--- src/hdl/round_robin_sleep_scheduler_core_macros.svh ---
// ----------------------------------------------------------------------------
// Round-robin sleep scheduler assertion macros
// Shared concurrent assertion forms, clocked on clock and held off in reset.
// ----------------------------------------------------------------------------
`ifndef ROUND_ROBIN_SLEEP_SCHEDULER_CORE_MACROS_SVH
`define ROUND_ROBIN_SLEEP_SCHEDULER_CORE_MACROS_SVH

// Consequent must hold in the same cycle as the antecedent.
`define RRSS_ASSERT_NOW(name, ante, cons, msg) \
   name: assert property (@(posedge clock) disable iff (reset) (ante) |-> (cons)) \
      else $error(msg);

// Consequent must hold in the cycle after the antecedent.
`define RRSS_ASSERT_NEXT(name, ante, cons, msg) \
   name: assert property (@(posedge clock) disable iff (reset) (ante) |=> (cons)) \
      else $error(msg);

`endif

--- src/hdl/rrss_pkg.sv ---
// ----------------------------------------------------------------------------
// Round-robin sleep scheduler package
// Beat types, codes and controller/datapath command and status groups.
// ----------------------------------------------------------------------------
package rrss_pkg;

   localparam int NUM_SLOTS_DEF = 16;
   localparam int SLOT_FIELD_W  = 4;
   localparam int TICK_W        = 32;

   typedef enum logic [1:0] {
      ACT_ADD    = 2'd0,
      ACT_REMOVE = 2'd1,
      ACT_SLEEP  = 2'd2,
      ACT_TICK   = 2'd3
   } action_type;

   typedef enum logic [1:0] {
      STS_OK   = 2'd0,
      STS_FULL = 2'd1,
      STS_NONE = 2'd2,
      STS_FREE = 2'd3
   } status_type;

   typedef struct packed {
      action_type              action;
      logic [SLOT_FIELD_W-1:0] slot;
      logic [TICK_W-1:0]       wake_at;
      logic [TICK_W-1:0]       now_tick;
   } req_type;

   typedef struct packed {
      status_type              status;
      logic [SLOT_FIELD_W-1:0] new_slot;
      logic                    has_current;
      logic [SLOT_FIELD_W-1:0] current_slot;
      logic                    switched;
   } rsp_type;

   typedef enum logic [1:0] {
      CS_IDLE,
      CS_DECODE,
      CS_SCAN,
      CS_FINISH
   } ctrl_state_type;

   typedef enum logic [1:0] {
      SCAN_FREE,
      SCAN_RUN,
      SCAN_TICK
   } scan_mode_type;

   typedef enum logic [1:0] {
      KIND_NONE,
      KIND_ADD,
      KIND_REMOVE,
      KIND_TICK
   } commit_kind_type;

   typedef struct packed {
      logic            load;
      logic            scan_start;
      scan_mode_type   scan_mode;
      logic            sleep_wr;
      logic            remove_clr;
      logic            commit;
      commit_kind_type kind;
      status_type      status;
   } cmd_type;

   typedef struct packed {
      action_type action;
      logic       slot_ok;
      logic       is_current;
      logic       scan_done;
      logic       found;
   } sts_type;

endpackage

--- src/hdl/rrss_ctrl.sv ---
// ----------------------------------------------------------------------------
// Round-robin sleep scheduler controller
// Sequences accept, decode, slot scan and result commit for one beat at a time.
// ----------------------------------------------------------------------------
`include "round_robin_sleep_scheduler_core_macros.svh"

module rrss_ctrl
   import rrss_pkg::*;
(
   input  logic    clock,
   input  logic    reset,
   input  logic    req_valid,
   output logic    req_stall,
   output logic    rsp_valid,
   input  logic    rsp_stall,
   input  sts_type sts,
   output cmd_type cmd
);

   ctrl_state_type  state_ff, state_in;
   commit_kind_type kind_ff, kind_in;
   status_type      status_ff, status_in;
   logic            rsp_valid_ff, rsp_valid_in;

   always_ff @(posedge clock) begin
      if (reset) begin
         state_ff     <= CS_IDLE;
         kind_ff      <= KIND_NONE;
         status_ff    <= STS_OK;
         rsp_valid_ff <= 1'b0;
      end else begin
         state_ff     <= state_in;
         kind_ff      <= kind_in;
         status_ff    <= status_in;
         rsp_valid_ff <= rsp_valid_in;
      end
   end

   always_comb begin
      state_in       = state_ff;
      kind_in        = kind_ff;
      status_in      = status_ff;
      cmd            = '0;
      cmd.scan_mode  = SCAN_FREE;
      cmd.kind       = kind_ff;
      cmd.status     = status_ff;
      case (state_ff)
         CS_IDLE: begin
            if (req_valid) begin
               cmd.load = 1'b1;
               state_in = CS_DECODE;
            end
         end
         CS_DECODE: begin
            status_in = STS_OK;
            kind_in   = KIND_NONE;
            state_in  = CS_FINISH;
            case (sts.action)
               ACT_ADD: begin
                  cmd.scan_start = 1'b1;
                  cmd.scan_mode  = SCAN_FREE;
                  kind_in        = KIND_ADD;
                  state_in       = CS_SCAN;
               end
               ACT_TICK: begin
                  cmd.scan_start = 1'b1;
                  cmd.scan_mode  = SCAN_TICK;
                  kind_in        = KIND_TICK;
                  state_in       = CS_SCAN;
               end
               ACT_SLEEP: begin
                  if (sts.slot_ok) begin
                     cmd.sleep_wr = 1'b1;
                  end else begin
                     status_in = STS_FREE;
                  end
               end
               ACT_REMOVE: begin
                  if (!sts.slot_ok) begin
                     status_in = STS_FREE;
                  end else begin
                     cmd.remove_clr = 1'b1;
                     // losing the current task: look for the next runnable one
                     if (sts.is_current) begin
                        cmd.scan_start = 1'b1;
                        cmd.scan_mode  = SCAN_RUN;
                        kind_in        = KIND_REMOVE;
                        state_in       = CS_SCAN;
                     end
                  end
               end
               default: ;
            endcase
         end
         CS_SCAN: begin
            if (sts.scan_done) begin
               state_in = CS_FINISH;
            end
         end
         CS_FINISH: begin
            case (kind_ff)
               KIND_ADD:  cmd.status = sts.found ? STS_OK : STS_FULL;
               KIND_TICK: cmd.status = sts.found ? STS_OK : STS_NONE;
               default:   cmd.status = status_ff;
            endcase
            // hold until the result register is free
            if (!rsp_valid_ff || !rsp_stall) begin
               cmd.commit = 1'b1;
               state_in   = CS_IDLE;
            end
         end
         default: state_in = CS_IDLE;
      endcase
   end

   assign rsp_valid_in = cmd.commit | (rsp_valid_ff & rsp_stall);
   assign rsp_valid    = rsp_valid_ff;
   assign req_stall    = (state_ff != CS_IDLE);

   `RRSS_ASSERT_NOW(a_commit_free, cmd.commit, !rsp_valid_ff || !rsp_stall, "result overwritten")
   `RRSS_ASSERT_NEXT(a_accept_decode, req_valid && !req_stall, state_ff == CS_DECODE, "accept lost")
   `RRSS_ASSERT_NOW(a_done_in_scan, sts.scan_done, state_ff == CS_SCAN, "scan done out of place")

endmodule

--- src/hdl/rrss_dpath.sv ---
// ----------------------------------------------------------------------------
// Round-robin sleep scheduler datapath
// Slot flags, wake-up tick memory, one-slot-per-cycle scanner, current task.
// ----------------------------------------------------------------------------
`include "round_robin_sleep_scheduler_core_macros.svh"

module rrss_dpath
   import rrss_pkg::*;
#(
   parameter int NUM_SLOTS = NUM_SLOTS_DEF
)
(
   input  logic    clock,
   input  logic    reset,
   input  req_type req_payload,
   input  cmd_type cmd,
   output sts_type sts,
   output rsp_type rsp_payload
);

   localparam int SLOT_W = $clog2(NUM_SLOTS);
   localparam int CNT_W  = $clog2(NUM_SLOTS + 1);
   localparam logic [SLOT_W-1:0] LAST_SLOT = SLOT_W'(NUM_SLOTS - 1);
   localparam logic [CNT_W-1:0]  CNT_FULL  = CNT_W'(NUM_SLOTS);

   req_type             item_ff;
   logic [NUM_SLOTS-1:0] in_use_ff, in_use_in;
   logic [NUM_SLOTS-1:0] asleep_ff, asleep_in;
   logic [TICK_W-1:0]   wake_mem [NUM_SLOTS];
   logic [TICK_W-1:0]   rd_wake_ff;
   logic [SLOT_W-1:0]   running_ff, running_in;
   logic                running_vld_ff, running_vld_in;
   logic                scan_busy_ff;
   scan_mode_type       scan_mode_ff;
   logic [SLOT_W-1:0]   scan_idx_ff;
   logic [CNT_W-1:0]    scan_cnt_ff;
   logic                ev_vld_ff;
   logic [SLOT_W-1:0]   ev_slot_ff;
   logic                found_ff;
   logic [SLOT_W-1:0]   pick_ff;
   rsp_type             rsp_ff, rsp_in;

   logic [SLOT_W-1:0]   slot_idx;
   logic                slot_in_range;
   logic [SLOT_W-1:0]   start_idx;
   logic                ev_in_use, ev_asleep, ev_due, ev_hit;
   logic                scan_done;
   logic                commit_add;
   logic                switched;
   logic [SLOT_FIELD_W-1:0] new_slot;

   function automatic logic [SLOT_W-1:0] next_slot(input logic [SLOT_W-1:0] s);
      return (s == LAST_SLOT) ? '0 : s + SLOT_W'(1);
   endfunction

   assign slot_idx      = SLOT_W'(item_ff.slot);
   assign slot_in_range = 32'(item_ff.slot) < 32'(NUM_SLOTS);

   assign sts.action     = item_ff.action;
   assign sts.slot_ok    = slot_in_range && in_use_ff[slot_idx];
   assign sts.is_current = running_vld_ff && (running_ff == slot_idx);
   assign sts.scan_done  = scan_done;
   assign sts.found      = found_ff;

   assign scan_done = scan_busy_ff && (scan_cnt_ff == CNT_FULL) && !ev_vld_ff;

   always_comb begin
      case (cmd.scan_mode)
         SCAN_RUN:  start_idx = next_slot(slot_idx);
         SCAN_TICK: start_idx = running_vld_ff ? next_slot(running_ff) : '0;
         default:   start_idx = '0;
      endcase
   end

   // evaluate the slot whose wake tick was read last cycle
   assign ev_in_use = in_use_ff[ev_slot_ff];
   assign ev_asleep = asleep_ff[ev_slot_ff];
   assign ev_due    = (scan_mode_ff == SCAN_TICK) && ev_in_use && ev_asleep &&
                      (rd_wake_ff <= item_ff.now_tick);

   always_comb begin
      case (scan_mode_ff)
         SCAN_FREE: ev_hit = !ev_in_use;
         SCAN_RUN:  ev_hit = ev_in_use && !ev_asleep;
         SCAN_TICK: ev_hit = ev_in_use && (!ev_asleep || ev_due);
         default:   ev_hit = 1'b0;
      endcase
   end

   assign commit_add = cmd.commit && (cmd.kind == KIND_ADD) && found_ff;

   always_comb begin
      in_use_in = in_use_ff;
      asleep_in = asleep_ff;
      if (cmd.sleep_wr) begin
         asleep_in[slot_idx] = 1'b1;
      end
      if (cmd.remove_clr) begin
         in_use_in[slot_idx] = 1'b0;
         asleep_in[slot_idx] = 1'b0;
      end
      if (ev_vld_ff && ev_due) begin
         asleep_in[ev_slot_ff] = 1'b0;
      end
      if (commit_add) begin
         in_use_in[pick_ff] = 1'b1;
         asleep_in[pick_ff] = 1'b0;
      end
   end

   always_comb begin
      running_in     = running_ff;
      running_vld_in = running_vld_ff;
      switched       = 1'b0;
      new_slot       = '0;
      if (cmd.commit) begin
         case (cmd.kind)
            KIND_ADD: begin
               if (found_ff) begin
                  new_slot = SLOT_FIELD_W'(pick_ff);
                  if (!running_vld_ff) begin
                     running_in     = pick_ff;
                     running_vld_in = 1'b1;
                     switched       = 1'b1;
                  end
               end
            end
            KIND_REMOVE: begin
               switched = 1'b1;
               if (found_ff) begin
                  running_in = pick_ff;
               end else begin
                  running_in     = '0;
                  running_vld_in = 1'b0;
               end
            end
            KIND_TICK: begin
               if (found_ff && (!running_vld_ff || (pick_ff != running_ff))) begin
                  running_in     = pick_ff;
                  running_vld_in = 1'b1;
                  switched       = 1'b1;
               end
            end
            default: ;
         endcase
      end
   end

   always_comb begin
      rsp_in.status       = cmd.status;
      rsp_in.new_slot     = new_slot;
      rsp_in.has_current  = running_vld_in;
      rsp_in.current_slot = running_vld_in ? SLOT_FIELD_W'(running_in) : '0;
      rsp_in.switched     = switched;
   end

   always_ff @(posedge clock) begin
      if (reset) begin
         in_use_ff      <= '0;
         asleep_ff      <= '0;
         running_ff     <= '0;
         running_vld_ff <= 1'b0;
         scan_busy_ff   <= 1'b0;
         ev_vld_ff      <= 1'b0;
         found_ff       <= 1'b0;
      end else begin
         in_use_ff      <= in_use_in;
         asleep_ff      <= asleep_in;
         running_ff     <= running_in;
         running_vld_ff <= running_vld_in;
         if (cmd.scan_start) begin
            scan_busy_ff <= 1'b1;
            found_ff     <= 1'b0;
            ev_vld_ff    <= 1'b0;
         end else if (scan_busy_ff) begin
            ev_vld_ff <= (scan_cnt_ff != CNT_FULL);
            // keep the first hit in scan order
            if (ev_vld_ff && ev_hit && !found_ff) begin
               found_ff <= 1'b1;
            end
            if (scan_done) begin
               scan_busy_ff <= 1'b0;
            end
         end
      end
   end

   always_ff @(posedge clock) begin
      if (cmd.load) begin
         item_ff <= req_payload;
      end
      if (cmd.scan_start) begin
         scan_mode_ff <= cmd.scan_mode;
         scan_idx_ff  <= start_idx;
         scan_cnt_ff  <= '0;
      end else if (scan_busy_ff && (scan_cnt_ff != CNT_FULL)) begin
         ev_slot_ff  <= scan_idx_ff;
         scan_idx_ff <= next_slot(scan_idx_ff);
         scan_cnt_ff <= scan_cnt_ff + CNT_W'(1);
      end
      if (scan_busy_ff && ev_vld_ff && ev_hit && !found_ff) begin
         pick_ff <= ev_slot_ff;
      end
      if (cmd.commit) begin
         rsp_ff <= rsp_in;
      end
   end

   always_ff @(posedge clock) begin
      if (cmd.sleep_wr) begin
         wake_mem[slot_idx] <= item_ff.wake_at;
      end
      rd_wake_ff <= wake_mem[scan_idx_ff];
   end

   assign rsp_payload = rsp_ff;

   // a removed current task stays current until its replacement scan commits
   `RRSS_ASSERT_NOW(a_run_in_use, running_vld_ff && (cmd.kind != KIND_REMOVE), in_use_ff[running_ff], "current slot not in use")
   `RRSS_ASSERT_NOW(a_sleep_in_use, 1'b1, (asleep_ff & ~in_use_ff) == '0, "free slot asleep")
   `RRSS_ASSERT_NOW(a_scan_cnt_range, scan_busy_ff, scan_cnt_ff <= CNT_FULL, "scan count overrun")

endmodule

--- src/hdl/round_robin_sleep_scheduler_core.sv ---
// Add, tick and removal of the current task run a scan over every slot between accept
// and result; sleep, other removals and rejected sleeps or removals skip the scan.
// Throughput: one item at a time; the slot scanner visits one slot per cycle.
// Reset (synchronous, active high) frees all slots and clears the current task.
// ----------------------------------------------------------------------------
// Round-robin sleep scheduler core
// Task slot table with sleep time-outs and cyclic selection of the current task.
// ----------------------------------------------------------------------------
module round_robin_sleep_scheduler_core
   import rrss_pkg::*;
#(
   parameter int NUM_SLOTS = NUM_SLOTS_DEF
)
(
   input  logic    clock,
   input  logic    reset,
   input  logic    req_valid,
   output logic    req_stall,
   input  req_type req_payload,
   output logic    rsp_valid,
   input  logic    rsp_stall,
   output rsp_type rsp_payload
);

   cmd_type cmd;
   sts_type sts;

   rrss_ctrl u_ctrl (
      .clock     (clock),
      .reset     (reset),
      .req_valid (req_valid),
      .req_stall (req_stall),
      .rsp_valid (rsp_valid),
      .rsp_stall (rsp_stall),
      .sts       (sts),
      .cmd       (cmd)
   );

   rrss_dpath #(
      .NUM_SLOTS (NUM_SLOTS)
   ) u_dpath (
      .clock       (clock),
      .reset       (reset),
      .req_payload (req_payload),
      .cmd         (cmd),
      .sts         (sts),
      .rsp_payload (rsp_payload)
   );

endmodule

--- config.mk ---
export PLATFORM = sky130hd
export DESIGN_NAME = round_robin_sleep_scheduler_core
export DESIGN_NICKNAME = d
export VERILOG_FILES = /design/src/hdl/rrss_pkg.sv /design/src/hdl/rrss_ctrl.sv /design/src/hdl/rrss_dpath.sv /design/src/hdl/round_robin_sleep_scheduler_core.sv
export VERILOG_INCLUDE_DIRS = /design/src /design/src/hdl
export SDC_FILE = /design/constraint.sdc
export NUM_CORES = 1
export LEC_CHECK = 0
export ABC_AREA = 1
export BUFFER_PORTS_ARGS = -buffer_cell sky130_fd_sc_hd__buf_2
export CAP_MARGIN = 40
export CORE_ASPECT_RATIO = 2
export CORE_MARGIN = 1.5
export CORE_UTILIZATION = 30
export CTS_BUF_LIST = sky130_fd_sc_hd__clkbuf_8 sky130_fd_sc_hd__clkbuf_16
export DETAILED_ROUTE_END_ITERATION = 7
export PLACE_DENSITY = 0.53
export SYNTH_ARGS = -nofsm -noshare
export SYNTH_HDL_FRONTEND = slang
export SYNTH_SLANG_ARGS = --single-unit
--- constraint.sdc ---
create_clock -name clock -period 4.4 [get_ports clock]
set_clock_uncertainty 0.2 [all_clocks]
set_input_delay 1.32 -clock clock [delete_from_list [all_inputs] [get_ports clock]]
set_output_delay 1.32 -clock clock [all_outputs]
set_load 0.01 [all_outputs]
Word-level counts from Yosys, hierarchy flattened
Memory sizes are Yosys's and may differ from the RTL's. A register that Yosys moved wholly into a read port is not among the register bits.
Index checks and enable logic that the tools add are counted.
Widths: inputs -> output; s select.
Storage, ports and cells
  output and inout port bits: 14
  input bits: 74
  logic and storage cells: 187
  bits in registers: 148
  bits in writable memories: 512
  memories: 1
Operators by class
  reductions and logical operators: 42
  magnitude comparators: 7
  muxes and demuxes: 73
  equality and inequality tests: 23
  add/subtract/negate cells: 4
  bitwise operators: 12
Memories
  u_dpath.wake_mem: words 16, bits a word 32, read ports 1, clocked after memory_dff 1, wr ports 1, RTL line rrss_dpath.sv:29  | logic [TICK_W-1:0] wake_mem [NUM_SLOTS];
Operator list (number)
  $mux 16: 6
  $and 16x16->16: 4
  $not 16->16: 3
  $mux 4: 11
  $le 32x32->1: 1
  $or 16x16->16: 2
  $mux 1: 27
  $logic_and 1x1->1: 21
  $mux 2: 10
  $eq 2x2->1 const B: 8
  $lt 4x5->1 const B: 3
  $add 4x1->4 const B: 3
  $bmux 1 s4: 3
  $demux 1 s4: 3
  $eq 4x4->1 const B: 3
  $ge 4x1->1 const B: 3
  $pmux 4 s3: 1
  $eq 2x1->1 const B: 5
  $pmux 1 s3: 3
  $pmux 3 s3: 1
  $pmux 2 s2: 2
  $pmux 2 s4: 1
  $pmux 4 s2: 1
  $logic_not 1->1: 7
  other kinds (19): 29

Longest topological paths before layout
Gate-level depths: netlist (run 1).
  depth in word-level cells: 13
  depth in mapped cells: 20
  mapped depth without buffers: 20

Hierarchy
A second synthesis (run 1) with hierarchy kept.
Unflattened totals
  cell total of the unflattened synthesis: 2261
  area total of the unflattened synthesis: 27697.8 sq um
By module, submodules not included
  rrss_dpath: seq. area each 19799.0 sq um, cells each 2188, times used 1, area an instance 27204.8 sq um
  rrss_ctrl: seq. area each 120.1 sq um, cells each 73, times used 1, area an instance 493.0 sq um

Worst setup path after synthesis (run 1)
OpenSTA, ideal clock, no wires.
  path type: register to register
  start point: register u_dpath.item_ff, in the netlist u_dpath.slot_idx[0]
  end point: memory u_dpath.wake_mem[10][0] (enable)
  setup time: 0.464 ns
  data required time: 3.736 ns
  path buffers: 1
  data arrival time: 3.512 ns
  stages on the path, launching flop included: 11
  clock period less this slack: 4.176 ns
  slack: 0.224 ns
  path through: edfxtp_1 > inv_1 > buf_4 > nor2_1 > o21ai_0 > nand2_1 > nand2_2 > nor2_4 > nor2_8 > nand2_4 > nor3_1
On the way
  word-level cells in the longest chain between the ends: 7
RTL lines
  start, declared: RTL line rrss_dpath.sv:26  | req_type item_ff;
  start signal, assigned: RTL line rrss_dpath.sv:190  | item_ff <= req_payload;
  $bmux 1 s4: RTL line rrss_dpath.sv:60  | assign sts.slot_ok = slot_in_range && in_use_ff[slot_idx];
  $mux 1 (implied by the code): RTL line rrss_dpath.sv:60
  $mux 1: RTL line rrss_ctrl.sv:72  | if (sts.slot_ok) begin
  $mux 1: RTL line rrss_ctrl.sv:58  | case (sts.action)
  $mux 5: RTL line rrss_ctrl.sv:47  | case (state_ff)
  $mux 1: RTL line rrss_dpath.sv:210  | if (cmd.sleep_wr) begin
  $mux 1 (implied by the code): RTL line rrss_dpath.sv:211  | wake_mem[slot_idx] <= item_ff.wake_at;
  end, declared: RTL line rrss_dpath.sv:29
Several ways; a longest one is shown, not always the timed one. The select of a mux whose other input is x is not followed.

Worst setup path in the final report (run 1)
  start point: register u_dpath.item_ff, in the netlist u_dpath.slot_idx[0]
  end point: memory u_dpath.wake_mem[7][27] (enable)
Same word-level chain as after synthesis.

==> results of run 1 <==
-- sequential cells by signal, indices dropped and copies added (netlist names), 5 cells and up --
signal               cells
u_dpath.asleep_ff       16
u_dpath.in_use_ff       16
u_dpath.item_ff         64
u_dpath.rd_wake_ff      32
u_dpath.rsp_payload     12
u_dpath.scan_cnt_ff      5
u_dpath.wake_mem       512
-- final cells by class --
class / instances / area [µm²]
fill: 9229 / 61260
sequential: 691 / 19920
multi-input combinational: 1162 / 7142
clock buffer: 69 / 1693
tap: 1207 / 1510
inverter: 280 / 1056
timing repair buffer: 134 / 895.9
clock inverter: 53 / 420.4
antenna: 1 / 2.502
-- report_power, final --
part | total [µW] | switching (µW) | leakage [µW] | internal (µW)
sequential | 8360 | 519 | 0.00619 | 7840
combinational | 3790 | 2570 | 0.00473 | 1220
clock | 5660 | 2550 | 0.00108 | 3120
-- cells in the mapped netlist, types with 3 or more instances --
| cell type | n | area share [%] |
|---|---|---|
| sky130_fd_sc_hd__edfxtp_1 | 608 | 64 |
| sky130_fd_sc_hd__inv_1 | 276 | 3.6 |
| sky130_fd_sc_hd__nand2_1 | 182 | 2.4 |
| sky130_fd_sc_hd__o21ai_0 | 181 | 3.2 |
| sky130_fd_sc_hd__a21oi_1 | 180 | 3.2 |
| sky130_fd_sc_hd__o211ai_1 | 137 | 3.6 |
| sky130_fd_sc_hd__mux2i_1 | 131 | 4.6 |
| sky130_fd_sc_hd__nor2_1 | 108 | 1.4 |
| sky130_fd_sc_hd__nand3_1 | 91 | 1.6 |
| sky130_fd_sc_hd__dfxtp_1 | 83 | 5.8 |
| sky130_fd_sc_hd__clkbuf_1 | 72 | 0.95 |
| sky130_fd_sc_hd__ha_1 | 54 | 2.4 |
| sky130_fd_sc_hd__buf_2 | 22 | 0.39 |
| sky130_fd_sc_hd__o22ai_1 | 13 | 0.29 |
| sky130_fd_sc_hd__nand4_1 | 11 | 0.24 |
| sky130_fd_sc_hd__nor3_1 | 11 | 0.19 |
| sky130_fd_sc_hd__nor2_2 | 10 | 0.22 |
| sky130_fd_sc_hd__o21ai_1 | 9 | 0.16 |
| sky130_fd_sc_hd__buf_1 | 8 | 0.11 |
| sky130_fd_sc_hd__a22oi_1 | 7 | 0.18 |
| sky130_fd_sc_hd__xor2_1 | 6 | 0.18 |
| sky130_fd_sc_hd__nor3_2 | 5 | 0.18 |
| sky130_fd_sc_hd__nand2_2 | 3 | 0.066 |
| sky130_fd_sc_hd__o2111ai_1 | 3 | 0.092 |
| sky130_fd_sc_hd__o31ai_1 | 3 | 0.079 |
-- through the flow --
stage	cells	utilization, %	instance area, µm²	hold WS (ns)	setup WS, ns
after detailed placement	3474	32.51	30520	0.2521	0.9564
after CTS	3596	34.76	32640	0.2618	0.9156
after global routing	3597	34.76	32640	0.2965	0.7278
after floorplan	2239	-	28470	0.2244	0.2244
final	3597	34.76	32640	0.2614	0.9657
after global placement	3473	32.48	30500	0.2536	1.029
-- worst max-delay path, stage by stage, from the launching register on --
cell and delay (ns):
sky130_fd_sc_hd__edfxtp_1 0.58, sky130_fd_sc_hd__inv_1 0.40, sky130_fd_sc_hd__o21ai_1 0.13, sky130_fd_sc_hd__o21ai_1 0.10, sky130_fd_sc_hd__nand2_1 0.07, sky130_fd_sc_hd__nand2_1 0.17
sky130_fd_sc_hd__nor2_4 0.09, sky130_fd_sc_hd__nor2_8 0.17, sky130_fd_sc_hd__nand2_4 0.26, sky130_fd_sc_hd__nor3_4 0.64, sky130_fd_sc_hd__buf_12 0.27
-- how the worst max path moves through the flow --
stage / startpoint / to / slack [ns] / depth (start not counted)
6_report: u_dpath.slot_idx[0] / u_dpath.wake_mem[7][27] / 0.97 / 10
5_1_grt: u_dpath.slot_idx[0] / u_dpath.wake_mem[7][27] / 0.73 / 10
4_1_cts: u_dpath.slot_idx[0] / u_dpath.wake_mem[7][27] / 0.92 / 10
3_5_place_dp: u_dpath.slot_idx[0] / u_dpath.wake_mem[7][18] / 0.96 / 10
3_3_place_gp: u_dpath.slot_idx[0] / u_dpath.wake_mem[7][17] / 1.03 / 10
2_1_floorplan: u_dpath.slot_idx[0] / u_dpath.wake_mem[10][0] / 0.22 / 10
-- layer usage --
layer  part of all wire (%)  GRT usage [%]
met1                     40          17.61
met2                     53          29.25
met3                    3.4          2.321
met4                    3.7          6.952
met5                 0.0092              0
-- logic make-up after synthesis --
logic type | Yosys count | share of synthesized area (%)
adders and majority gates | 54 | 2.373
buffers and inverters | 386 | 5.265
DFF | 691 | 69.96
and+or+nand+nor | 427 | 6.552
xor gates and xnor gates | 7 | 0.2153
muxes | 131 | 4.605
AOI/OAI and AO/OA | 543 | 11.03
==> metrics.log, run 1 <==
[metrics] arrival time worst endpoint: between 3 and 4 ns
[metrics] unrepaired setup endpoints after global routing: false
[metrics] vertical die dimension: 438.7 µm
[metrics] Buffers on Ports: 87
[metrics] number of placed I/O pins: 88
[metrics] die extent in x: 220.8 µm
[metrics] number of search-and-repair iterations in the first detailed-routing pass: 8
[metrics] share of post-route cells with drive strength above 1: between 10 and 15%
[metrics] count of cells resized by post-cts repair: 0
[metrics] routed via count divided by cell count: between 4 and 5
[metrics] Pins Over Slew Limit: 0
[metrics] pin count of the biggest net entering global routing: 132
[metrics] final worst path period share: 78.05%
[metrics] area of the die: between 90000 and 100000 µm²
[metrics] violations in the final reports: DRC
[metrics] total detailed-routing wirelength: between 70000 and 80000 µm
[metrics] number of remaining DRC errors: 3
[metrics] mean post-synth cell area: ~13 µm²
[metrics] type of origin of the critical path: register
[metrics] Worst-Skew Late Latency: around 0.64 ns
[metrics] synthesis-to-finish area growth: 14.63%
[metrics] total of endpoints with negative setup slack in the final report: 0
[metrics] via count of the first global-routing pass: 17.94k
[metrics] total power divided by cell area: ~550 nW/µm²
[metrics] endpoints failing hold: 0
[metrics] leftover overflow at the end of global routing: 0
[metrics] clock-pin slew on the worst setup and hold paths: about 0.060 ns
[metrics] first-pass GRT wire length: 113400 µm
[metrics] reg-to-reg critical path startpoint: u_dpath.slot_idx[0]
[metrics] leading cell type in the layout, fill and taps excluded: sky130_fd_sc_hd__edfxtp_1
[metrics] post-synth design cell area: about 28000 µm²
[metrics] Clock Root Buffer: sky130_fd_sc_hd__clkbuf_16
[metrics] maximum number of buffers from clock root to sink: 3
[metrics] number of synthesized flops with an enable pin: 608
[metrics] global placement routability congestion: around 0.8
[metrics] Async S/R FF share, synth: 0%
[metrics] total clock buffers created by CTS: 66
[metrics] Synth Net Count: between 2k and 2.5k
[metrics] antenna violations before repair: 2
[metrics] number of synthesis warnings: 0
[metrics] number of cells on the worst hold path: 2
[metrics] nature of the critical path endpoint: register
[metrics] largest fanout on the critical path: 23
[metrics] number of DRC markers in iteration 0: 1216
[metrics] overall power: between 15000 and 20000 µW
[metrics] vias post-DR: roughly 17k
[metrics] share of synthesized area occupied by flip-flops and latches: 69.96%
[metrics] Row Count: 159
[metrics] register-to-register setup slack: roughly 0.97 ns
[metrics] number of distinct standard cells referenced by the synthesized netlist: 43
[metrics] detail-routed net length per standard cell: around 21 µm
[metrics] number of register bits inferred by synthesis: 691
[metrics] Data required, critical path: roughly 4.5 ns
[metrics] leakage power summed over all cells: 0.01199 µW
[metrics] Setup TNS Final: 0 ns
[metrics] clock period minus final worst setup slack: around 3.4 ns
[metrics] antenna-violating nets left: 0
[metrics] cell count of the worst reg-to-reg path: 10
[metrics] terminating pin of the worst hold path: u_dpath.in_use_ff[3]
[metrics] Reg-to-Reg End: u_dpath.wake_mem[7][27]
[metrics] path class of the lowest-slack min-delay path: reg -> reg
[metrics] start-to-end type of the worst setup path: reg -> reg
[metrics] worst rel slew slack: between 40% and 50%
[metrics] clock sink count: 691
[metrics] ys flop type: sky130_fd_sc_hd__edfxtp_1
[metrics] max-cap viol count: 0
[metrics] hold_sp: u_dpath.in_use_ff[3]
[metrics] transition at the pin with the smallest max-transition slack: 0.8243 ns
[metrics] count of hold buffers inserted by post-cts repair: 0
[metrics] aggregate global-route resource usage: between 15 and 20%
[metrics] buffers inserted during post-CTS setup optimization: 0
[metrics] number of nets at the end of the flow: 2463
[metrics] achievable frequency: 291.2 MHz
[metrics] IR drop worst, VDD: 425.4 µV
[metrics] core box area: ~94000 µm²
[metrics] commonest cells after routing, fill and taps aside: 608 x sky130_fd_sc_hd__edfxtp_1, 284 x sky130_fd_sc_hd__inv_1, 182 x sky130_fd_sc_hd__nand2_1, 181 x sky130_fd_sc_hd__o21ai_0, 180 x sky130_fd_sc_hd__a21oi_1
[metrics] Cells after Synth: approximately 2.2k
[metrics] outcome: finished with violations
[metrics] effective utilization at floorplan: a little under a third
[metrics] CTS H-tree lvls: 3
[metrics] half-perimeter wire length after placement: 49310 µm
[metrics] clock tree from TritonCTS: yes
No activity file was read; power rests on OpenSTA's default activity.
==> inputs of run 2 (changes only) <==
==> constraint.sdc (replaced) <==
create_clock -name clock -period 3 [get_ports clock]
set_clock_uncertainty 0.2 [all_clocks]
set_input_delay 0.9 -clock clock [delete_from_list [all_inputs] [get_ports clock]]
set_output_delay 0.9 -clock clock [all_outputs]
set_load 0.01 [all_outputs]
==> run 2 against run 1 <==
Effect of this change: the flow still finishes with violations (DRC); clock power grew 54%; via count grew 1.2%; critical path depth grew 2; sequential power grew 46%; clock-buffer cell count grew 5; global-route usage shrank 0.26 points; largest cell class unchanged; combinational power grew 51%; sequential cell count is the same; critical path type unchanged.
==> metrics.log, run 2 (synthesized netlist as in run 1, its figures left out) <==
[metrics] IR drop worst, VDD: 462.6 µV (+8.8%)
[metrics] launching element of the worst setup path: u_dpath.slot_idx[0]
[metrics] clock sink count: 691 (unchanged)
[metrics] number of placed I/O pins: 88 (unchanged)
[metrics] Worst Setup Slack, final: 0.1707 ns (-0.7949 ns)
[metrics] commonest cells after routing, fill and taps aside: 608 x sky130_fd_sc_hd__edfxtp_1, 279 x sky130_fd_sc_hd__inv_1, 182 x sky130_fd_sc_hd__nand2_1, 181 x sky130_fd_sc_hd__o21ai_0, 180 x sky130_fd_sc_hd__a21oi_1
[metrics] area of the die: 96880 µm² (unchanged)
[metrics] clock tree from TritonCTS: yes
[metrics] Largest regs: u_dpath.wake_mem (512), u_dpath.item_ff (64), u_dpath.rd_wake_ff (32)
[metrics] leftover overflow at the end of global routing: 0 (unchanged)
[metrics] via count of the first global-routing pass: 18.22k (+1.6%)
[metrics] leading cell type in the layout, fill and taps excluded: sky130_fd_sc_hd__edfxtp_1
[metrics] register with the most flip-flops: u_dpath.wake_mem
[metrics] type of origin of the critical path: register
[metrics] die extent in x: 220.8 µm (unchanged)
[metrics] vertical die dimension: 438.7 µm (unchanged)
[metrics] leakage power summed over all cells: 0.01236 µW (+3.0%)
[metrics] global placement routability congestion: 0.8673 (+5.8%)
[metrics] final core area utilization: 35.58% (+0.82 points)
[metrics] reg-to-reg critical path startpoint: u_dpath.slot_idx[0]
[metrics] first-pass GRT wire length: 112900 µm (-0.41%)
[metrics] synthesis-to-finish area growth: 17.34%
[metrics] Critical Path Sink: u_dpath.wake_mem[12][19]
[metrics] share of post-route cells with drive strength above 1: 12.82% (+1.6 points)
[metrics] half-perimeter wire length after placement: 46930 µm (-4.8%)
[metrics] Pins Over Slew Limit: 0 (unchanged)
[metrics] pin count of the biggest net entering global routing: 86 (-35%)
[metrics] effective utilization at floorplan: 30.32% (unchanged)
[metrics] vias post-DR: 17.53k (+1.2%)
[metrics] number of flip-flops under the largest register name: 512 (unchanged)
[metrics] number of remaining DRC errors: 2 (-1)
[metrics] cell count of the worst reg-to-reg path: 12 (+2)
[metrics] dpl ws: 0.1459 ns (-0.8105 ns)
[metrics] path class of the lowest-slack min-delay path: in -> reg
[metrics] number of nets at the end of the flow: 2500 (+1.5%)
[metrics] Setup TNS Final: 0 ns (unchanged)
[metrics] max-cap viol count: 0 (unchanged)
[metrics] start-to-end type of the worst setup path: reg -> reg
[metrics] Reg-to-Reg End: u_dpath.wake_mem[12][19]
[metrics] Buffers on Ports: 87 (unchanged)
[metrics] total detailed-routing wirelength: 74800 µm (-1.7%)
[metrics] routed via count divided by cell count: 4.822 (+0.14%)
[metrics] CTS H-tree lvls: 3 (unchanged)
[metrics] number of DRC markers in iteration 0: 1289 (+6.0%)
[metrics] total of endpoints with negative setup slack in the final report: 0 (unchanged)
[metrics] number of search-and-repair iterations in the first detailed-routing pass: 8 (unchanged)
[metrics] number of standard cells in the final layout excluding fillers: 3635 (+1.1%)
[metrics] number of placed cells counting well taps: 3508 (+0.98%)
[metrics] final worst path period share: 94.31% (+16 points)
[metrics] arrival time worst endpoint: 2.92 ns (-0.63 ns)
[metrics] antenna violations before repair: 1 (-1)
[metrics] outcome: finished with violations
[metrics] unrepaired setup endpoints after global routing: true
[metrics] achievable frequency: 353.5 MHz (+21%)
[metrics] detail-routed net length per standard cell: 20.58 µm (-2.8%)
[metrics] largest fanout on the critical path: 16 (-30%)
[metrics] clock-pin slew on the worst setup and hold paths: 0.06 ns (about the same)
[metrics] register-to-register setup slack: 0.17 ns (-0.79 ns)
[metrics] Data required, critical path: 3.09 ns (-1.43 ns)
[metrics] total power divided by cell area: 796.5 nW/µm² (+46%)
[metrics] endpoints failing hold: 0 (unchanged)
[metrics] aggregate global-route resource usage: 15.43% (-0.26 points)
[metrics] clock period minus final worst setup slack: 2.829 ns (-0.6051 ns)
[metrics] core box area: 93900 µm² (unchanged)
[metrics] violations in the final reports: DRC
[metrics] Worst-Skew Late Latency: 0.63 ns (about the same)
[metrics] Clock Root Buffer: sky130_fd_sc_hd__clkbuf_16
[metrics] worst rel slew slack: 53.05% (+8.0 points)
[metrics] Row Count: 159 (unchanged)
[metrics] transition at the pin with the smallest max-transition slack: 0.7043 ns (-0.1200 ns)
[metrics] overall power: 26610 µW (+49%)
[metrics] maximum number of buffers from clock root to sink: 3 (unchanged)
[metrics] antenna-violating nets left: 0 (unchanged)
[metrics] count of hold buffers inserted by post-cts repair: 0 (unchanged)
[metrics] total clock buffers created by CTS: 67 (+1.5%)
[metrics] nature of the critical path endpoint: register
-- run 2: repair_timing --
action | CTS | global route
endpoints found under the hold margin | 0 | 0
setup buffers | 0 | 2
setup endpoints to repair | 0 | 126
resized for setup | 0 | 2
-- run 2: how the worst min path moves through the flow --
stage | startpoint | to | slack [ns] | cells past startpoint
3_3_place_gp | u_dpath.in_use_ff[3] | u_dpath.in_use_ff[3] | 0.26 | 2
4_1_cts | req_payload[66] | u_dpath.slot_idx[2] | 0.20 | 1
3_5_place_dp | u_ctrl.status_ff[0] | u_ctrl.status_ff[0] | 0.26 | 2
5_1_grt | req_payload[69] | u_dpath.sts[5] | 0.22 | 1
2_1_floorplan | u_dpath.scan_idx_ff[3] | u_dpath.ev_slot_ff[3] | 0.22 | 0
6_report | req_payload[66] | u_dpath.slot_idx[2] | 0.25 | 1
-- run 2: layout make-up --
class                      count  area [µm²]
clock buffer                  74        1818
timing repair buffer         170        1484
fill                        9104       60490
inverter                     280        1060
tap                         1207        1510
antenna                        3       7.507
sequential                   691       19920
clock inverter                48       430.4
multi-input combinational   1162        7179
-- run 2: through the flow --
step / hold slack (ns) / cell area (µm²)
6_report: 0.2484 / 33410
3_5_place_dp: 0.2618 / 31130
5_1_grt: 0.2188 / 33400
4_1_cts: 0.1960 / 33380
2_1_floorplan: 0.2244 / 28500
3_3_place_gp: 0.2554 / 31130
-- run 2: worst max-delay path, stage by stage (launching register included) --
cell	delay, ns
sky130_fd_sc_hd__edfxtp_1	0.40
sky130_fd_sc_hd__buf_4	0.21
sky130_fd_sc_hd__nor2_1	0.07
sky130_fd_sc_hd__nor2_1	0.09
sky130_fd_sc_hd__o21ai_0	0.09
sky130_fd_sc_hd__o21ai_0	0.09
sky130_fd_sc_hd__nand2_1	0.08
sky130_fd_sc_hd__nand2_2	0.11
sky130_fd_sc_hd__nor2_4	0.07
sky130_fd_sc_hd__nor2_8	0.16
sky130_fd_sc_hd__nand2_4	0.29
sky130_fd_sc_hd__nor3_4	0.28
sky130_fd_sc_hd__buf_4	0.32
-- run 2: power breakdown --
group,total (µW),switching [µW],internal [µW]
logic,5740,3720,2020
clock network,8700,3710,4990
registers,12200,675,11500
-- run 2: layer usage --
| layer | track usage, % | share of wire (%) | routed length (µm) | vias up |
|---|---|---|---|---|
| li1 | - | - | - | 8329 |
| met1 | 16.91 | 39 | 28880 | 8671 |
| met2 | 29.88 | 55 | 41130 | 409 |
| met3 | 2.060 | 3.3 | 2466 | 120 |
| met4 | 5.818 | 3.1 | 2321 | 0 |
| met5 | 0 | 0 | 0 | - |
==> inputs of run 3 (changes only) <==
--- a/config.mk
+++ b/config.mk
@@ -10,7 +10,7 @@
 export BUFFER_PORTS_ARGS = -buffer_cell sky130_fd_sc_hd__buf_2
 export CAP_MARGIN = 40
 export CORE_ASPECT_RATIO = 2
-export CORE_MARGIN = 1.5
+export CORE_MARGIN = 2
 export CORE_UTILIZATION = 30
 export CTS_BUF_LIST = sky130_fd_sc_hd__clkbuf_8 sky130_fd_sc_hd__clkbuf_16
 export DETAILED_ROUTE_END_ITERATION = 7
==> run 3 against run 2 <==
Effect of this change: the flow now finishes without violations; total power decreased by 0.54%; critical path depth increased by 4; clock-buffer cell count decreased by 3; worst setup slack improved by 0.035 ns; die area increased by 0.68%; global-route usage increased by 0.44 points; first-iteration DRC count decreased by 17%; via count increased by 0.56%; largest cell class unchanged.
==> metrics.log, run 3 (synthesized netlist as in run 1, its figures left out) <==
[metrics] cell count of the worst reg-to-reg path: 16 (+4)
[metrics] vertical die dimension: 439.7 µm (+0.23%)
[metrics] start-to-end type of the worst setup path: reg -> reg
[metrics] arrival time worst endpoint: 2.91 ns (about the same)
[metrics] detail-routed net length per standard cell: 21.29 µm (+3.4%)
[metrics] path class of the lowest-slack min-delay path: in -> reg
[metrics] global placement routability congestion: 0.8709 (+0.42%)
[metrics] leading cell type in the layout, fill and taps excluded: sky130_fd_sc_hd__edfxtp_1
[metrics] endpoints failing hold: 0 (unchanged)
[metrics] share of post-route cells with drive strength above 1: 12.57% (-0.26 points)
[metrics] achievable frequency: 357.9 MHz (+1.3%)
[metrics] Worst-Skew Late Latency: 0.62 ns (about the same)
[metrics] CTS H-tree lvls: 3 (unchanged)
[metrics] IR drop worst, VDD: 557.7 µV (+21%)
[metrics] largest fanout on the critical path: 4 (-12)
[metrics] outcome: complete, no violations
[metrics] Largest regs: u_dpath.wake_mem (512), u_dpath.item_ff (64), u_dpath.rd_wake_ff (32)
[metrics] final core area utilization: 35.50% (-0.083 points)
[metrics] commonest cells after routing, fill and taps aside: 608 x sky130_fd_sc_hd__edfxtp_1, 277 x sky130_fd_sc_hd__inv_1, 182 x sky130_fd_sc_hd__nand2_1, 181 x sky130_fd_sc_hd__o21ai_0, 180 x sky130_fd_sc_hd__a21oi_1
[metrics] storage element area: 19920 µm² (unchanged)
[metrics] clock period minus final worst setup slack: 2.794 ns (-0.03516 ns)
[metrics] antenna violations before repair: 1 (unchanged)
[metrics] clock sink count: 691 (unchanged)
[metrics] unrepaired setup endpoints after global routing: false
[metrics] # fillers: 9135 (+0.34%)
[metrics] first-pass GRT wire length: 115600 µm (+2.4%)
[metrics] worst rel slew slack: 58.47% (+5.4 points)
[metrics] transition at the pin with the smallest max-transition slack: 0.6230 ns (-0.08133 ns)
[metrics] Clock Root Buffer: sky130_fd_sc_hd__clkbuf_16
[metrics] clock tree from TritonCTS: yes
[metrics] number of remaining DRC errors: 0 (-2)
[metrics] number of flip-flops under the largest register name: 512 (unchanged)
[metrics] area of combinational cells with multiple inputs: 7184 µm² (about the same)
[metrics] type of origin of the critical path: register
[metrics] leftover overflow at the end of global routing: 0 (unchanged)
[metrics] clock-pin slew on the worst setup and hold paths: 0.07 ns (about the same)
[metrics] die extent in x: 221.8 µm (+0.45%)
[metrics] register with the most flip-flops: u_dpath.wake_mem
[metrics] total clock buffers created by CTS: 67 (unchanged)
[metrics] number of search-and-repair iterations in the first detailed-routing pass: 5 (-3)
[metrics] pin count of the biggest net entering global routing: 90 (+4.7%)
[metrics] number of DRC markers in iteration 0: 1067 (-17%)
[metrics] synthesis-to-finish area growth: 17.06%
[metrics] total power divided by cell area: 794.1 nW/µm² (-0.30%)
[metrics] number of standard cells in the final layout excluding fillers: 3627 (-0.22%)
[metrics] effective utilization at floorplan: 30.32% (unchanged)
[metrics] Setup TNS Final: 0 ns (unchanged)
[metrics] final worst path period share: 93.14% (-1.2 points)
[metrics] area of the die: 97540 µm² (+0.68%)
[metrics] Row Count: 159 (unchanged)
[metrics] nature of the critical path endpoint: register
[metrics] number of placed I/O pins: 88 (unchanged)
[metrics] dpl ws: 0.2025 ns (+0.05663 ns)
[metrics] number of nets at the end of the flow: 2498 (-0.080%)
[metrics] number of cells on the worst hold path: 1 (unchanged)
[metrics] routed via count divided by cell count: 4.860 (+0.78%)
[metrics] Worst Setup Slack, final: 0.2059 ns (+0.03516 ns)
[metrics] number of placed cells counting well taps: 3505 (-0.086%)
[metrics] total of endpoints with negative setup slack in the final report: 0 (unchanged)
[metrics] maximum number of buffers from clock root to sink: 3 (unchanged)
[metrics] vias post-DR: 17.63k (+0.56%)
[metrics] core box area: 93900 µm² (unchanged)
[metrics] Data required, critical path: 3.11 ns (+0.02 ns)
[metrics] leakage power summed over all cells: 0.01230 µW (-0.44%)
[metrics] Buffers on Ports: 87 (unchanged)
[metrics] Pins Over Slew Limit: 0 (unchanged)
[metrics] half-perimeter wire length after placement: 48850 µm (+4.1%)
[metrics] antenna-violating nets left: 0 (unchanged)
[metrics] via count of the first global-routing pass: 18.22k (+0.022%)
[metrics] aggregate global-route resource usage: 15.87% (+0.44 points)
[metrics] overall power: 26470 µW (-0.54%)
[metrics] total detailed-routing wirelength: 77210 µm (+3.2%)
[metrics] max-cap viol count: 0 (unchanged)
## run 3: worst paths after layout
kind	startpoint	end	slack, ns
worst max register to register	u_dpath.item_ff[13]	u_dpath.pick_ff[1]	0.21
worst min register to register	u_dpath.in_use_ff[3]	u_dpath.in_use_ff[3]	0.27
worst min-delay path	req_payload[49]	u_dpath.item_ff[49]	0.24
worst max-delay path	u_dpath.item_ff[13]	u_dpath.pick_ff[1]	0.21
## run 3: what timing repair did
action,in CTS,in global routing
buffers inserted,0,3
resized for setup,0,2
endpoints found under the setup margin,0,3
hold buffers,0,0
## run 3: per-stage QoR
step,cell area (µm²),hold slack (ns)
after floorplan,28500,0.2244
after global placement,31110,0.2573
after detailed placement,31110,0.2570
after CTS,33300,0.1898
after global routing,33330,0.2119
final,33330,0.2413
## run 3: final cells by class
| type | count | share of cell area, % |
|---|---|---|
| Antenna cell | 1 | 0.007508 |
| Clock buffer | 71 | 5.263 |
| Timing Repair Buffer | 168 | 4.407 |
| Sequential cell | 691 | 59.76 |
| Clock inverter | 47 | 1.295 |
| Multi-Input combinational cell | 1162 | 21.55 |
| Tap cell | 1207 | 4.531 |
| Inverter | 280 | 3.180 |
## run 3: report_power, final
group	internal (µW)	total (µW)	switching (µW)
Clock	4860	8610	3750
Combinational	1960	5720	3760
Sequential	11500	12100	650
## run 3: per-layer routing
| metal | global-route usage, % | vias to the layer above | share of wire, % |
|---|---|---|---|
| li1 | - | 8318 | - |
| met1 | 16.83 | 8725 | 37 |
| met2 | 31.22 | 442 | 56 |
| met3 | 2.325 | 142 | 3.6 |
| met4 | 6.070 | 0 | 3.2 |
| met5 | 0 | - | 0 |
## run 3: worst max-delay path, stage by stage (launching register included)
cell and delay, ns:
sky130_fd_sc_hd__edfxtp_1 0.36, sky130_fd_sc_hd__inv_1 0.07, sky130_fd_sc_hd__ha_1 0.23, sky130_fd_sc_hd__a21oi_1 0.15, sky130_fd_sc_hd__o21ai_0 0.10, sky130_fd_sc_hd__a21oi_1 0.28
sky130_fd_sc_hd__buf_4 0.19, sky130_fd_sc_hd__nand2_1 0.07, sky130_fd_sc_hd__nand2_1 0.06, sky130_fd_sc_hd__nand2_1 0.04, sky130_fd_sc_hd__nand2_1 0.15, sky130_fd_sc_hd__nand2_1 0.13
sky130_fd_sc_hd__nand2_1 0.09, sky130_fd_sc_hd__nand2_1 0.05, sky130_fd_sc_hd__nand2_1 0.08, sky130_fd_sc_hd__nand2_1 0.07, sky130_fd_sc_hd__inv_1 0.15
